==> src/rtl/mexp_pkg.sv <==
// shared types and constants for the modular exponentiation block
// controller state encoding, command and status bundles, register indexes
// no dependencies
package mexp_pkg;

	localparam int CFG_INDEX_W = 1;

	localparam logic [CFG_INDEX_W-1:0] REG_EXPONENT = 1'b0;
	localparam logic [CFG_INDEX_W-1:0] REG_MODULUS  = 1'b1;

	typedef enum logic [2:0] {
		ST_IDLE,
		ST_REDUCE,
		ST_BIT,
		ST_MUL_Z,
		ST_SQUARE,
		ST_MUL_T,
		ST_FINISH
	} state_t;

	// controller to datapath
	typedef struct packed {
		logic start;       // capture base, exponent copy and initial accumulator
		logic step;        // one double-and-add step of the shared multiplier
		logic load_mul_z;  // operands z * t
		logic load_sq;     // operands t * t, exponent shifts right
		logic store_t;
		logic store_z;
		logic load_out;
	} cmd_t;

	// datapath to controller
	typedef struct packed {
		logic special;        // exponent zero or modulus zero
		logic last;           // final step of the multiplier
		logic exp_bit0;
		logic exp_rest_zero;  // exponent has no bits above bit 0
		logic out_free;
	} status_t;

endpackage

==> src/rtl/mexp_stream_if.sv <==
// valid/ready channels of the modular exponentiation block
// base channel and result channel; depends on nothing
interface mexp_base_if #(
	parameter int W = 64
);
	logic         valid;
	logic         ready;
	logic [W-1:0] base_value;

	modport source (output valid, output base_value, input ready);
	modport sink   (input valid, input base_value, output ready);
endinterface

interface mexp_result_if #(
	parameter int W = 64
);
	logic         valid;
	logic         ready;
	logic [W-1:0] power_result;

	modport source (output valid, output power_result, input ready);
	modport sink   (input valid, input power_result, output ready);
endinterface

==> src/rtl/mexp_ctrl.sv <==
// sequencer for right-to-left square-and-multiply
// drives mexp_pkg::cmd_t to the datapath, reads mexp_pkg::status_t
module mexp_ctrl (
	input  logic               clk,
	input  logic               arst_n,
	input  logic               in_valid,
	output logic               in_ready,
	input  mexp_pkg::status_t  stat,
	output mexp_pkg::cmd_t     cmd
);

	mexp_pkg::state_t state_q, state_d;

	always_ff @(posedge clk or negedge arst_n) begin
		if (!arst_n) begin
			state_q <= mexp_pkg::ST_IDLE;
		end else begin
			state_q <= state_d;
		end
	end

	always_comb begin
		state_d  = state_q;
		cmd      = '0;
		in_ready = 1'b0;
		case (state_q)
			mexp_pkg::ST_IDLE: begin
				in_ready = 1'b1;
				if (in_valid) begin
					cmd.start = 1'b1;
					state_d   = stat.special ? mexp_pkg::ST_FINISH : mexp_pkg::ST_REDUCE;
				end
			end
			mexp_pkg::ST_REDUCE: begin
				cmd.step = 1'b1;
				if (stat.last) begin
					cmd.store_t = 1'b1;
					state_d     = mexp_pkg::ST_BIT;
				end
			end
			mexp_pkg::ST_BIT: begin
				if (stat.exp_bit0) begin
					cmd.load_mul_z = 1'b1;
					state_d        = mexp_pkg::ST_MUL_Z;
				end else begin
					state_d = mexp_pkg::ST_SQUARE;
				end
			end
			mexp_pkg::ST_MUL_Z: begin
				cmd.step = 1'b1;
				if (stat.last) begin
					cmd.store_z = 1'b1;
					state_d     = mexp_pkg::ST_SQUARE;
				end
			end
			mexp_pkg::ST_SQUARE: begin
				// no bits left after this one: z is the answer
				if (stat.exp_rest_zero) begin
					state_d = mexp_pkg::ST_FINISH;
				end else begin
					cmd.load_sq = 1'b1;
					state_d     = mexp_pkg::ST_MUL_T;
				end
			end
			mexp_pkg::ST_MUL_T: begin
				cmd.step = 1'b1;
				if (stat.last) begin
					cmd.store_t = 1'b1;
					state_d     = mexp_pkg::ST_BIT;
				end
			end
			mexp_pkg::ST_FINISH: begin
				if (stat.out_free) begin
					cmd.load_out = 1'b1;
					state_d      = mexp_pkg::ST_IDLE;
				end
			end
			default: begin
				state_d = mexp_pkg::ST_IDLE;
			end
		endcase
	end

`ifndef NO_ASSERTIONS
	a_accept_leaves_idle: assert property (@(posedge clk) disable iff (!arst_n)
		(state_q == mexp_pkg::ST_IDLE && in_valid) |=> (state_q != mexp_pkg::ST_IDLE))
		else $error("accepted transaction did not start work");
	a_finish_returns: assert property (@(posedge clk) disable iff (!arst_n)
		(state_q == mexp_pkg::ST_FINISH && stat.out_free) |=> (state_q == mexp_pkg::ST_IDLE))
		else $error("result handed over but controller did not return to idle");
`endif

endmodule

==> src/rtl/mexp_dp.sv <==
// datapath: config registers, shared bit-serial modular multiplier, operands
// and output register; commands from mexp_ctrl, types from mexp_pkg
module mexp_dp #(
	parameter int W = 64
) (
	input  logic                              clk,
	input  logic                              arst_n,
	input  logic                              wr_en,
	input  logic [mexp_pkg::CFG_INDEX_W-1:0]  wr_index,
	input  logic [W-1:0]                      wr_data,
	input  logic [W-1:0]                      base_value,
	input  mexp_pkg::cmd_t                    cmd,
	output mexp_pkg::status_t                 stat,
	output logic [W-1:0]                      power_result,
	output logic                              out_valid,
	input  logic                              out_ready
);

	localparam int CNT_W = (W > 1) ? $clog2(W) : 1;

	logic [W-1:0]     exp_cfg_q, mod_q;
	logic [W-1:0]     exp_q, t_q, z_q, a_q, b_q, r_q, res_q;
	logic [CNT_W-1:0] cnt_q;
	logic             out_valid_q;

	logic [W-1:0] one_mod;
	logic [W:0]   dbl, sum;
	logic [W-1:0] dbl_red, r_next;

	always_ff @(posedge clk or negedge arst_n) begin
		if (!arst_n) begin
			exp_cfg_q <= '0;
			mod_q     <= W'(1);
		end else if (wr_en) begin
			case (wr_index)
				mexp_pkg::REG_EXPONENT: exp_cfg_q <= wr_data;
				mexp_pkg::REG_MODULUS:  mod_q     <= wr_data;
				default: ;
			endcase
		end
	end

	assign one_mod = (mod_q == W'(1)) ? '0 : W'(1);

	// r <- 2r + bit*a mod m, both partial sums stay below 2m
	always_comb begin
		dbl     = {r_q, 1'b0};
		dbl_red = (dbl >= {1'b0, mod_q}) ? W'(dbl - {1'b0, mod_q}) : dbl[W-1:0];
		sum     = {1'b0, dbl_red} + (b_q[W-1] ? {1'b0, a_q} : '0);
		r_next  = (sum >= {1'b0, mod_q}) ? W'(sum - {1'b0, mod_q}) : sum[W-1:0];
	end

	always_ff @(posedge clk) begin
		if (cmd.start) begin
			exp_q <= exp_cfg_q;
			b_q   <= base_value;
			a_q   <= one_mod;
			r_q   <= '0;
			if (exp_cfg_q == '0) begin
				z_q <= W'(1);
			end else if (mod_q == '0) begin
				z_q <= '0;
			end else begin
				z_q <= one_mod;
			end
		end else begin
			if (cmd.step) begin
				r_q <= r_next;
				b_q <= {b_q[W-2:0], 1'b0};
			end
			if (cmd.load_mul_z) begin
				a_q <= z_q;
				b_q <= t_q;
				r_q <= '0;
			end
			if (cmd.load_sq) begin
				a_q   <= t_q;
				b_q   <= t_q;
				r_q   <= '0;
				exp_q <= {1'b0, exp_q[W-1:1]};
			end
			if (cmd.store_t) begin
				t_q <= r_next;
			end
			if (cmd.store_z) begin
				z_q <= r_next;
			end
		end
		if (cmd.load_out) begin
			res_q <= z_q;
		end
	end

	always_ff @(posedge clk or negedge arst_n) begin
		if (!arst_n) begin
			cnt_q       <= '0;
			out_valid_q <= 1'b0;
		end else begin
			if (cmd.start || cmd.load_mul_z || cmd.load_sq) begin
				cnt_q <= '0;
			end else if (cmd.step) begin
				cnt_q <= stat.last ? '0 : cnt_q + CNT_W'(1);
			end
			if (cmd.load_out) begin
				out_valid_q <= 1'b1;
			end else if (out_ready) begin
				out_valid_q <= 1'b0;
			end
		end
	end

	always_comb begin
		stat.special       = (exp_cfg_q == '0) || (mod_q == '0);
		stat.last          = (cnt_q == CNT_W'(W - 1));
		stat.exp_bit0      = exp_q[0];
		stat.exp_rest_zero = (exp_q[W-1:1] == '0);
		stat.out_free      = !out_valid_q || out_ready;
	end

	assign power_result = res_q;
	assign out_valid    = out_valid_q;

`ifndef NO_ASSERTIONS
	a_operands_reduced: assert property (@(posedge clk) disable iff (!arst_n)
		cmd.step |-> (r_q < mod_q) && (a_q < mod_q))
		else $error("multiplier operand not reduced below modulus");
	a_count_wraps: assert property (@(posedge clk) disable iff (!arst_n)
		(cmd.step && stat.last) |=> (cnt_q == '0))
		else $error("step counter did not wrap after last step");
`endif

endmodule

==> src/rtl/modular_exponentiation.sv <==
// the base is reduced first; then for each exponent bit up to the highest set one, a set bit
// multiplies z by t, and every bit below the highest set one is followed by a squaring of t
// one transaction at a time; the next base can be taken in the cycle after the result is loaded
// exponent zero or modulus zero skip the multiplier and go straight to loading the result
// reset (arst_n low, asynchronous) clears exponent to 0, modulus to 1, idles controller
// top level; uses mexp_pkg, mexp_stream_if, mexp_ctrl and mexp_dp
module modular_exponentiation #(
	parameter int OPERAND_WIDTH = 64
) (
	input  logic                              clk,
	input  logic                              arst_n,
	input  logic                              wr_en,
	input  logic [mexp_pkg::CFG_INDEX_W-1:0]  wr_index,
	input  logic [OPERAND_WIDTH-1:0]          wr_data,
	mexp_base_if.sink                         in_ch,
	mexp_result_if.source                     out_ch
);

	mexp_pkg::cmd_t    cmd;
	mexp_pkg::status_t stat;

	mexp_ctrl u_ctrl (
		.clk      (clk),
		.arst_n   (arst_n),
		.in_valid (in_ch.valid),
		.in_ready (in_ch.ready),
		.stat     (stat),
		.cmd      (cmd)
	);

	mexp_dp #(
		.W (OPERAND_WIDTH)
	) u_dp (
		.clk          (clk),
		.arst_n       (arst_n),
		.wr_en        (wr_en),
		.wr_index     (wr_index),
		.wr_data      (wr_data),
		.base_value   (in_ch.base_value),
		.cmd          (cmd),
		.stat         (stat),
		.power_result (out_ch.power_result),
		.out_valid    (out_ch.valid),
		.out_ready    (out_ch.ready)
	);

endmodule

==> src/flat_wrapper.sv <==
// flat-port wrapper written by rule: the top's interface ports become plain ports
module modular_exponentiation_flat 
#(
	parameter int OPERAND_WIDTH = 64
)
  (clk, arst_n, wr_en, wr_index, wr_data, in_ch_valid, in_ch_base_value, in_ch_ready, out_ch_valid, out_ch_power_result, out_ch_ready);
  mexp_base_if #(.W((64))) in_ch_i ();
  mexp_result_if #(.W((64))) out_ch_i ();
  input  logic clk;
  input  logic arst_n;
  input  logic wr_en;
  input  logic [mexp_pkg::CFG_INDEX_W-1:0] wr_index;
  input  logic [OPERAND_WIDTH-1:0] wr_data;
  input wire logic [$bits(in_ch_i.valid)-1:0] in_ch_valid;
  input wire logic [$bits(in_ch_i.base_value)-1:0] in_ch_base_value;
  output wire logic [$bits(in_ch_i.ready)-1:0] in_ch_ready;
  output wire logic [$bits(out_ch_i.valid)-1:0] out_ch_valid;
  output wire logic [$bits(out_ch_i.power_result)-1:0] out_ch_power_result;
  input wire logic [$bits(out_ch_i.ready)-1:0] out_ch_ready;
  assign in_ch_i.valid = in_ch_valid;
  assign in_ch_i.base_value = in_ch_base_value;
  assign in_ch_ready = in_ch_i.ready;
  assign out_ch_valid = out_ch_i.valid;
  assign out_ch_power_result = out_ch_i.power_result;
  assign out_ch_i.ready = out_ch_ready;
  modular_exponentiation #(.OPERAND_WIDTH(OPERAND_WIDTH)) u_core (.clk(clk), .arst_n(arst_n), .wr_en(wr_en), .wr_index(wr_index), .wr_data(wr_data), .in_ch(in_ch_i), .out_ch(out_ch_i));
endmodule
==> config.mk <==
export PLATFORM = sky130hd
export DESIGN_NAME = modular_exponentiation_flat
export DESIGN_NICKNAME = d
export VERILOG_FILES = /design/src/rtl/mexp_pkg.sv /design/src/rtl/mexp_stream_if.sv /design/src/rtl/mexp_ctrl.sv /design/src/rtl/mexp_dp.sv /design/src/rtl/modular_exponentiation.sv /design/src/flat_wrapper.sv
export SDC_FILE = /design/constraint.sdc
export NUM_CORES = 1
export LEC_CHECK = 0
export BUFFER_PORTS_ARGS = -buffer_cell sky130_fd_sc_hd__buf_2
export CAP_MARGIN = 25
export CORE_AREA = 5 5 209 363
export DETAILED_ROUTE_END_ITERATION = 7
export DIE_AREA = 0 0 214 368
export GPL_TIMING_DRIVEN = 0
export PLACE_DENSITY = 0.67
export RECOVER_POWER = 25
export SYNTH_ARGS = -nofsm -noshare
export SYNTH_HDL_FRONTEND = slang
export SYNTH_SLANG_ARGS = --single-unit
==> constraint.sdc <==
create_clock -name clk -period 9.1 [get_ports clk]
set_clock_uncertainty 0.05 [all_clocks]
set_input_delay 1.82 -clock clk [delete_from_list [all_inputs] [get_ports clk]]
set_output_delay 1.82 -clock clk [all_outputs]
set_load 0.03 [all_outputs]
# Word-level counts from Yosys, hierarchy flattened
# Cells that the tools add are included.
# word_totals
ff_bits	586
output_inout_bits	66
wordCells	97
# classes
add_sub_neg	4
magnitude_cmp	2
eq_ne	12
mux	43
bitwise	2
reduce_logical	22
# ops
cell	count
$mux 64	14
$ge 65x64->1	2
$logic_not 64->1	2
$sub 64x64->64	2
$add 64x64->65	1
$eq 64x1->1 const B	1
$logic_not 63->1	1
$mux 1	18
$mux 3	6
$mux 6	3
$pmux 3 s6	1
$eq 3x3->1 const B	3
$reduce_bool 2->1	4
$add 6x1->6 const B	1
$eq 3x2->1 const B	2
$eq 6x6->1 const B	1
$reduce_and 2->1	3
$reduce_or 3->1	2
$logic_or 1x1->1	4
$ne 2x1->1 const B	2
$ne 2x2->1 const B	2
$reduce_and 4->1	1
$reduce_bool 4->1	1
$eq 3x1->1 const B	1
other kinds (6)	7

# Longest topological paths before layout
# Gate-level depths: netlist (run 1).
# logic_depth
ltp_word	7
ltp_mapped	45
mapped_depth_nobuf	38

# By module
# A second synthesis (run 1) with hierarchy kept.
# unflattened
hier_cells	3605
hier_area_um2	36384.9
# by_module_without_submodules
module	instances	cells_each	area_each_um2	seq_area_each_um2
mexp_dp	1	3564	36097.1	16191.8
mexp_ctrl	1	41	287.8	75.1

# Worst setup path after synthesis (run 1)
# No wires, ideal clock.
# synth_timing
kind	register to register
from	register u_core.u_dp.mod_q[4]
to	register u_core.u_dp.z_q[51], data pin
setup_time_ns	0.265
arrival_time_ns	7.911
slack_ns	0.874
path_stages_with_launch	41
path_buffers	6
period_less_slack_ns	8.226
cell_sequence	dfrtp_1 > inv_1 > ha_1 > clkbuf_1 > a21o_1 > a211oi_1 > nand3_1 > a21oi_1 > a21oi_1 > o21ai_0 > o21ai_0 > nand4_1 > a31oi_1 > a21oi_1 > buf_2 > mux2i_1 > inv_1 > fa_1 > (+5 left out) > o21ba_2 > o41ai_2 > o31ai_1 > xnor2_1 > ha_1 > clkbuf_1 > a21o_1 > a21o_1 > a21oi_1 > nor2_1 > a211o_1 > a31o_2 > a211o_1 > buf_6 > clkbuf_4 > buf_2 > o21ai_0 > nor2_1
# synth_via
elab_chain_cells	7
# synth_rtl
element	line	source
from (decl)	mexp_dp.sv:21	logic [W-1:0] exp_cfg_q, mod_q;
from (signal assigned)	mexp_dp.sv:37	mexp_pkg::REG_MODULUS: mod_q <= wr_data;
$sub 64x64->64 / $ge 65x64->1 (equally long branches)	mexp_dp.sv:48	dbl_red = (dbl >= {1'b0, mod_q}) ? W'(dbl - {1'b0, mod_q}) : dbl[W-1:0];
$mux 64	mexp_dp.sv:48	
$add 64x64->65	mexp_dp.sv:49	sum = {1'b0, dbl_red} + (b_q[W-1] ? {1'b0, a_q} : '0);
$sub 64x64->64 / $ge 65x64->1 (equally long branches)	mexp_dp.sv:50	r_next = (sum >= {1'b0, mod_q}) ? W'(sum - {1'b0, mod_q}) : sum[W-1:0];
$mux 64 *	mexp_dp.sv:50	
$mux 64 *	mexp_dp.sv:85	if (cmd.store_z) begin
$mux 64 *	mexp_dp.sv:54	if (cmd.start) begin
to (signal assigned)	mexp_dp.sv:64	z_q <= one_mod;
to (signal assigned)	mexp_dp.sv:86	z_q <= r_next;
to (decl)	mexp_dp.sv:22	logic [W-1:0] exp_q, t_q, z_q, a_q, b_q, r_q, res_q;
# Mark *: on every way between the ends. The rest lies on a longest branch, timed or not. The select of a mux whose other input is x is not followed.
# A chain may end at the register's enable or synchronous reset.

# Worst setup path in the final report (run 1)
# layout_timing
from	register u_core.u_dp.mod_q[24]
to	register u_core.u_dp.z_q[57], data pin
# The elaborated chain is that of the path after synthesis.

==> impl_metrics.xml, run 1 <==
<?xml version="1.0" encoding="UTF-8"?>
<metrics>
  <group name="run_status">
    <metric name="run_status" unit="">finished with violations</metric>
    <metric name="failed_checks" unit="">capacitance limit, slew limit</metric>
  </group>
  <group name="worst_hold_path">
    <metric name="whs_path_depth" unit="">0</metric>
    <metric name="hp-class" unit="">register to register</metric>
    <metric name="hp-start" unit="">u_core.u_dp.z_q[25]</metric>
    <metric name="hold_critical_path_endpoint" unit="">u_core.u_dp.power_result[25]</metric>
  </group>
  <group name="finish">
    <metric name="area_occupied_by_multi_input_gates" unit="sq mm">0.02001</metric>
    <metric name="insertedDiodeCount" unit="">0</metric>
    <metric name="area.growth.synth_to_final" unit="%">19.37</metric>
    <metric name="fin_nets" unit="">4467</metric>
    <metric name="layout-drive-gt1-share" unit="%">21.02</metric>
    <metric name="filler_cells" unit="">6499</metric>
    <metric name="final-seq-area" unit="sq mm">0.01627</metric>
  </group>
  <group name="yosys">
    <metric name="async_reset_ff_share" unit="%">23.55</metric>
    <metric name="yosysUniqueCellTypes" unit="">89</metric>
    <metric name="syn-mean-instance-area" unit="sq um">9.426</metric>
    <metric name="mappedNetlistNets" unit="">4134</metric>
    <metric name="synth_sequential_area_ratio" unit="%">45.36</metric>
    <metric name="yosys_register_bits" unit="">586</metric>
    <metric name="synth.cell_area" unit="sq mm">0.03586</metric>
    <metric name="synth_ff_type" unit="">sky130_fd_sc_hd__edfxtp_1</metric>
    <metric name="synth_instances" unit="">3804</metric>
    <metric name="yosys_warnings" unit="">0</metric>
    <metric name="synth-edff-count" unit="">384</metric>
  </group>
  <group name="floorplan">
    <metric name="boundaryPins" unit="">200</metric>
    <metric name="chipHeight" unit="um">368</metric>
    <metric name="die_width" unit="um">214</metric>
    <metric name="fp-row-count" unit="">131</metric>
    <metric name="start_util" unit="%">49.38</metric>
    <metric name="core_area" unit="sq mm">0.07261</metric>
    <metric name="floorplan.die_area" unit="sq mm">0.07875</metric>
  </group>
  <group name="timing">
    <metric name="finalHoldWorstSlack" unit="ns">0.4010</metric>
    <metric name="tightest_slew" unit="ns">3.876</metric>
    <metric name="finalCriticalPeriod" unit="ns">9.024</metric>
    <metric name="maximum_frequency_from_static_timing_analysis" unit="MHz">110.8</metric>
    <metric name="max_slew_margin" unit="%">-158.4</metric>
    <metric name="finalWorstSetupSlack" unit="ns">0.07616</metric>
    <metric name="drv_slew" unit="">158</metric>
    <metric name="setup_viol" unit="">0</metric>
    <metric name="final_period_util" unit="%">99.16</metric>
    <metric name="hold_viol_final" unit="">0</metric>
  </group>
  <group name="placement">
    <metric name="pre_cts_slack" unit="ns">-4.212</metric>
    <metric name="globalplace.congestion" unit="">1.004</metric>
    <metric name="port-buffer-count" unit="">199</metric>
    <metric name="dp_hpwl" unit="um">100900</metric>
  </group>
  <group name="worst_setup_path">
    <metric name="crit_fanout" unit="">11</metric>
    <metric name="regToRegSetupSlack" unit="ns">0.08</metric>
    <metric name="critical_path_class" unit="">register to register</metric>
    <metric name="worst_ep_required_time" unit="ns">9.41</metric>
    <metric name="rr_endpoint" unit="">u_core.u_dp.z_q[57]</metric>
    <metric name="r2r_cells" unit="">41</metric>
    <metric name="critPathLaunchType" unit="">register</metric>
    <metric name="cp_data_arrival_time" unit="ns">9.33</metric>
    <metric name="cp-startpoint" unit="">u_core.u_dp.mod_q[24]</metric>
    <metric name="reg2reg_from" unit="">u_core.u_dp.mod_q[24]</metric>
    <metric name="cp-end-kind" unit="">register</metric>
    <metric name="crit_path_max_incr_delay" unit="ns">0.59</metric>
    <metric name="slowest_stage" unit="">sky130_fd_sc_hd__or4b_4</metric>
  </group>
  <group name="clocking">
    <metric name="holdBufCountCts" unit="">0</metric>
    <metric name="clk_transition_reported_paths" unit="ns">0.07</metric>
    <metric name="htree_num_levels" unit="">2</metric>
    <metric name="clockRootBuffer" unit="">sky130_fd_sc_hd__clkbuf_16</metric>
    <metric name="clock_latency" unit="ns">0.64</metric>
    <metric name="numCtsBuffers" unit="">54</metric>
    <metric name="clock_sinks" unit="">586</metric>
    <metric name="clock_path_buffers" unit="">3</metric>
    <metric name="cts_tree" unit="">built</metric>
  </group>
  <group name="grt">
    <metric name="gr-usage-all-layers" unit="%">30.72</metric>
    <metric name="initial_antenna_violation_count" unit="">0</metric>
    <metric name="grt_start_max_net_pins" unit="">76</metric>
    <metric name="grt_first_pass_wirelength" unit="um">185200</metric>
    <metric name="grt-ovfl-total" unit="">0</metric>
    <metric name="grt_pass1_vias" unit="">30600</metric>
  </group>
  <group name="detailed_routing">
    <metric name="drt.antenna.violating_nets" unit="">0</metric>
    <metric name="drt-total-wl" unit="um">126800</metric>
    <metric name="drt-initial-drc-count" unit="">2344</metric>
    <metric name="drc_errors" unit="">0</metric>
    <metric name="num_vias" unit="">30570</metric>
    <metric name="detail_route.wl_per_cell" unit="um">24.80</metric>
    <metric name="drt_first_pass_iters" unit="">6</metric>
    <metric name="via_per_inst" unit="">5.979</metric>
  </group>
  <group name="job">
    <metric name="max_cap_violations" unit="">3</metric>
  </group>
</metrics>
[registers in the layout, indices dropped and copies added, names as in the netlist]
signal	flops
u_core.u_ctrl.state_q	3
u_core.u_dp.a_q	64
u_core.u_dp.b_q	64
u_core.u_dp.cnt_q	6
u_core.u_dp.exp_cfg_q	64
u_core.u_dp.exp_q	64
u_core.u_dp.mod_q	64
u_core.u_dp.out_valid	1
u_core.u_dp.power_result	64
u_core.u_dp.r_q	64
u_core.u_dp.t_q	64
u_core.u_dp.z_q	64
[worst max-delay path: cells and delay by family (launching register included)]
kind	cells	cell delay (ns)
adder cells (fa/ha/maj)	3	1.03
flip-flops	1	0.43
AND/OR/NAND/NOR	17	3.29
XOR/XNOR	1	0.33
AO/OA/AOI/OAI	11	2.06
buffers and inverters	9	1.48
[routing by layer]
metal / global-route usage, % / vias up / wire (um) / part of all wire, %
li1: - / 14330 / - / -
met3: 3.422 / 389 / 5799 / 4.6
met5: 0 / - / 0 / 0
met1: 33.33 / 14800 / 45710 / 36
met2: 56.16 / 1050 / 64470 / 51
met4: 20.74 / 0 / 10840 / 8.5
[cells by family after synthesis]
| logic type | after synthesis | synth area share [%] |
|---|---|---|
| simple gates | 1266 | 16.18 |
| compound gates | 972 | 16.36 |
| flops | 586 | 45.36 |
| buf+inv | 383 | 4.128 |
| mux | 217 | 6.549 |
| fa+ha+maj | 196 | 6.902 |
| xor+xnor | 184 | 4.515 |
[cells in the final DEF (no fill, tap or decap), types with 50 or more instances in the layout]
master / instances
sky130_fd_sc_hd__nand4_1: 76
sky130_fd_sc_hd__ha_1: 135
sky130_fd_sc_hd__mux2_2: 136
sky130_fd_sc_hd__clkbuf_1: 146
sky130_fd_sc_hd__nor4_1: 50
sky130_fd_sc_hd__xor2_1: 66
sky130_fd_sc_hd__xnor2_1: 90
sky130_fd_sc_hd__nand3_1: 86
sky130_fd_sc_hd__a21oi_1: 277
sky130_fd_sc_hd__buf_2: 205
sky130_fd_sc_hd__a21o_1: 132
sky130_fd_sc_hd__inv_1: 158
sky130_fd_sc_hd__nand2_1: 639
sky130_fd_sc_hd__buf_4: 101
sky130_fd_sc_hd__nor2_1: 156
sky130_fd_sc_hd__and2_1: 81
sky130_fd_sc_hd__dfrtp_1: 133
sky130_fd_sc_hd__clkbuf_16: 56
sky130_fd_sc_hd__mux2i_1: 65
sky130_fd_sc_hd__edfxtp_1: 384
sky130_fd_sc_hd__o21ai_0: 255
sky130_fd_sc_hd__dfxtp_1: 64
[repair_timing]
item	in CTS	in global routing
hold endpoints to repair	0	0
pin swaps	40	100
resized for setup	290	204
buffers inserted	27	71
cloned	0	1
endpoints found under the setup margin	192	192
[synthesized netlist by cell type (all sizes together) (84+ instances only)]
cell | n | area [sq um]
nand2 | 647 | 2431
clkbuf | 187 | 709.4
and2 | 84 | 528.0
o21ai | 329 | 1650
mux2 | 138 | 1558
nand3 | 89 | 445.4
nor2 | 166 | 623.1
a21oi | 301 | 1521
inv | 172 | 645.6
edfxtp | 384 | 11530
a21o | 132 | 991.0
dfrtp | 137 | 3428
xnor2 | 112 | 988.4
ha | 193 | 2415
[per-stage QoR]
step / instance area, sq um / utilization [%] / setup TNS, ns / instances
after floorplan: 35860 / - / 0 / 3804
after global placement: 38020 / 52.36 / -1080.45 / 4934
after detailed placement: 38440 / 52.94 / -732.49 / 4961
after CTS: 41560 / 57.24 / -0.002607 / 5067
after global routing: 42800 / 58.95 / -0.2221 / 5113
final: 42800 / 58.95 / 0 / 5113
[worst max-delay path by stage]
stage               slack, ns                  end
floorplan                0.87  u_core.u_dp.z_q[51]
global placement        -4.80  u_core.u_dp.z_q[57]
detailed placement      -4.21  u_core.u_dp.z_q[57]
CTS                    -0.003   u_core.u_dp.z_q[4]
global route            -0.05  u_core.u_dp.z_q[63]
finish                   0.08  u_core.u_dp.z_q[57]
[final cells by class]
type / count / area share, %
repair buffers: 325 / 4.832
well taps: 931 / 2.721
flip-flops and latches: 586 / 38.02
clock buffers: 75 / 3.461
inverters: 173 / 1.552
plain buffers: 162 / 1.920
clock inverters: 26 / 0.7454
multi-input cells: 2835 / 46.75
Power of run 1 is not shown: default switching activity piles up to over one toggle a cycle in this logic, so the estimate is an artifact.
==> run 2: changes to the inputs <==
PLACE_DENSITY = 0.79   (was 0.67)
==> run 2 against run 1 <==
The run still ends with capacitance limit, slew limit left. Global-route usage shrank 0.34 points. Worst hold slack lost 0.0048 ns. Sequential cell count is the same. Count of clock-buffer cells in the layout shrank 7. Cell count is essentially flat. Critical path depth grew 3. Worst setup slack lost 0.064 ns. Die area is the same. Register-to-register slack lost 0.06 ns. First-iteration DRC count grew 7.3%. Critical path type unchanged. Critical endpoint is now u_core.u_dp.t_q[57].
==> impl_metrics.xml, run 2 (synthesis gave the netlist of run 1 again) <==
<?xml version="1.0" encoding="UTF-8"?>
<metrics>
  <group name="grt">
    <metric name="grt_start_max_net_pins" unit="">90</metric>
    <metric name="grt-ovfl-total" unit="">0</metric>
    <metric name="gr-usage-all-layers" unit="%">30.38</metric>
    <metric name="grt_pass1_vias" unit="">31470</metric>
    <metric name="initial_antenna_violation_count" unit="">3</metric>
    <metric name="grt_first_pass_wirelength" unit="um">185200</metric>
  </group>
  <group name="finish">
    <metric name="area.growth.synth_to_final" unit="%">19.25</metric>
    <metric name="layout-drive-gt1-share" unit="%">20.96</metric>
    <metric name="layout_common_cells" unit="">637 x sky130_fd_sc_hd__nand2_1, 384 x sky130_fd_sc_hd__edfxtp_1, 269 x sky130_fd_sc_hd__a21oi_1, 250 x sky130_fd_sc_hd__o21ai_0, 207 x sky130_fd_sc_hd__buf_2</metric>
    <metric name="filler_cells" unit="">6270</metric>
    <metric name="mostFrequentLayoutCell" unit="">sky130_fd_sc_hd__nand2_1</metric>
    <metric name="fin_nets" unit="">4465</metric>
  </group>
  <group name="timing">
    <metric name="final_period_util" unit="%">99.87</metric>
    <metric name="drv_slew" unit="">159</metric>
    <metric name="max_slew_margin" unit="%">-173.7</metric>
    <metric name="maximum_frequency_from_static_timing_analysis" unit="MHz">110.0</metric>
    <metric name="hold_viol_final" unit="">0</metric>
    <metric name="finalWorstSetupSlack" unit="ns">0.01189</metric>
    <metric name="finalCriticalPeriod" unit="ns">9.088</metric>
    <metric name="setup_viol" unit="">0</metric>
    <metric name="tightest_slew" unit="ns">4.105</metric>
  </group>
  <group name="floorplan">
    <metric name="fp-row-count" unit="">131</metric>
    <metric name="floorplan.die_area" unit="sq mm">0.07875</metric>
    <metric name="core_area" unit="sq mm">0.07261</metric>
    <metric name="die_width" unit="um">214</metric>
    <metric name="start_util" unit="%">49.38</metric>
    <metric name="chipHeight" unit="um">368</metric>
    <metric name="boundaryPins" unit="">200</metric>
  </group>
  <group name="placement">
    <metric name="pre_cts_slack" unit="ns">-4.451</metric>
    <metric name="globalplace.congestion" unit="">1.009</metric>
    <metric name="port-buffer-count" unit="">199</metric>
    <metric name="dp_hpwl" unit="um">99500</metric>
  </group>
  <group name="detailed_routing">
    <metric name="drt-total-wl" unit="um">125900</metric>
    <metric name="num_vias" unit="">31110</metric>
    <metric name="drt-initial-drc-count" unit="">2514</metric>
    <metric name="drt_first_pass_iters" unit="">8</metric>
    <metric name="via_per_inst" unit="">6.087</metric>
    <metric name="detail_route.wl_per_cell" unit="um">24.64</metric>
    <metric name="drt.antenna.violating_nets" unit="">0</metric>
    <metric name="drc_errors" unit="">0</metric>
  </group>
  <group name="worst_setup_path">
    <metric name="reg2reg_from" unit="">u_core.u_dp.mod_q[4]</metric>
    <metric name="worst_ep_required_time" unit="ns">9.44</metric>
    <metric name="critical_path_class" unit="">register to register</metric>
    <metric name="critPathLaunchType" unit="">register</metric>
    <metric name="crit_path_max_incr_delay" unit="ns">0.57</metric>
    <metric name="r2r_cells" unit="">44</metric>
    <metric name="slowest_stage" unit="">sky130_fd_sc_hd__or4b_4</metric>
    <metric name="rr_endpoint" unit="">u_core.u_dp.t_q[57]</metric>
    <metric name="cp-end-kind" unit="">register</metric>
    <metric name="regToRegSetupSlack" unit="ns">0.01</metric>
    <metric name="cp_data_arrival_time" unit="ns">9.43</metric>
    <metric name="crit_fanout" unit="">10</metric>
  </group>
  <group name="worst_hold_path">
    <metric name="hold_critical_path_endpoint" unit="">u_core.u_dp.power_result[17]</metric>
    <metric name="whs_path_depth" unit="">0</metric>
    <metric name="hp-class" unit="">register to register</metric>
    <metric name="hp-start" unit="">u_core.u_dp.z_q[17]</metric>
  </group>
  <group name="clocking">
    <metric name="holdBufCountCts" unit="">0</metric>
    <metric name="clock_sinks" unit="">586</metric>
    <metric name="cts_tree" unit="">built</metric>
    <metric name="clock_latency" unit="ns">0.66</metric>
    <metric name="numCtsBuffers" unit="">53</metric>
    <metric name="clock_path_buffers" unit="">3</metric>
    <metric name="clockRootBuffer" unit="">sky130_fd_sc_hd__clkbuf_16</metric>
    <metric name="htree_num_levels" unit="">2</metric>
    <metric name="clk_transition_reported_paths" unit="ns">0.07</metric>
  </group>
  <group name="run_status">
    <metric name="failed_checks" unit="">capacitance limit, slew limit</metric>
    <metric name="run_status" unit="">finished with violations</metric>
  </group>
  <group name="job">
    <metric name="max_cap_violations" unit="">3</metric>
  </group>
</metrics>
-- run 2: worst max path at each step --
stage,startpoint,endpoint,slack [ns],cells after the start
3_5_place_dp,u_core.u_dp.mod_q[4],u_core.u_dp.z_q[44],-4.45,44
5_1_grt,u_core.u_dp.mod_q[4],u_core.u_dp.z_q[13],-0.22,47
2_1_floorplan,u_core.u_dp.mod_q[4],u_core.u_dp.z_q[51],0.87,40
6_report,u_core.u_dp.mod_q[4],u_core.u_dp.t_q[57],0.01,44
4_1_cts,u_core.u_dp.mod_q[6],u_core.u_dp.z_q[4],-0.01,44
3_3_place_gp,u_core.u_dp.mod_q[4],u_core.u_dp.z_q[44],-5.01,43
-- run 2: stage by stage --
step | TNS (ns) | util, % | hold WS (ns) | std cells | cell area (sq um)
5_1_grt | -22.91 | 58.89 | 0.4153 | 5110 | 42760
3_3_place_gp | -1090.22 | 52.36 | 0.3808 | 4934 | 38020
3_5_place_dp | -782.48 | 52.90 | 0.3838 | 4958 | 38410
2_1_floorplan | 0 | - | 0.3762 | 3804 | 35860
6_report | 0 | 58.89 | 0.3962 | 5111 | 42760
4_1_cts | -0.04896 | 57.18 | 0.3955 | 5066 | 41520
-- run 2: worst max-delay path, delay by kind of cell (launching register included) --
kind	cells	cell delay, ns
compound gates	17	3.10
simple gates	12	2.69
buf+inv	11	1.73
fa+ha+maj	3	0.64
flops	1	0.39
xor+xnor	1	0.22
-- run 2: routing by layer --
layer  wire length [um]  track usage [%]
met5                  0                0
met4              12460            24.18
met3               7408            4.022
met2              61750            53.16
met1              44310            33.04
-- run 2: timing repair --
action	4_1_cts	5_1_grt
hold endpoints to repair	0	0
setup buffers	33	55
cloned	0	3
pin swaps	59	89
gates resized for setup	261	219
setup endpoints to repair	192	192
-- run 2: area by class of cell --
type                            instances  area (sq um)  share of cell area, %
Clock inverter                         31         357.8                 0.8368
Timing Repair Buffer                  314          2011                  4.702
Tap cell                              931          1165                  2.724
Multi-Input combinational cell       2835         19940                  46.64
Buffer                                172         842.1                  1.969
Sequential cell                       586         16270                  38.06
Antenna cell                            1         2.502               0.005852
Inverter                              173         656.9                  1.536
Clock buffer                           68          1509                  3.529
Power of run 2 is left out for the same reason.
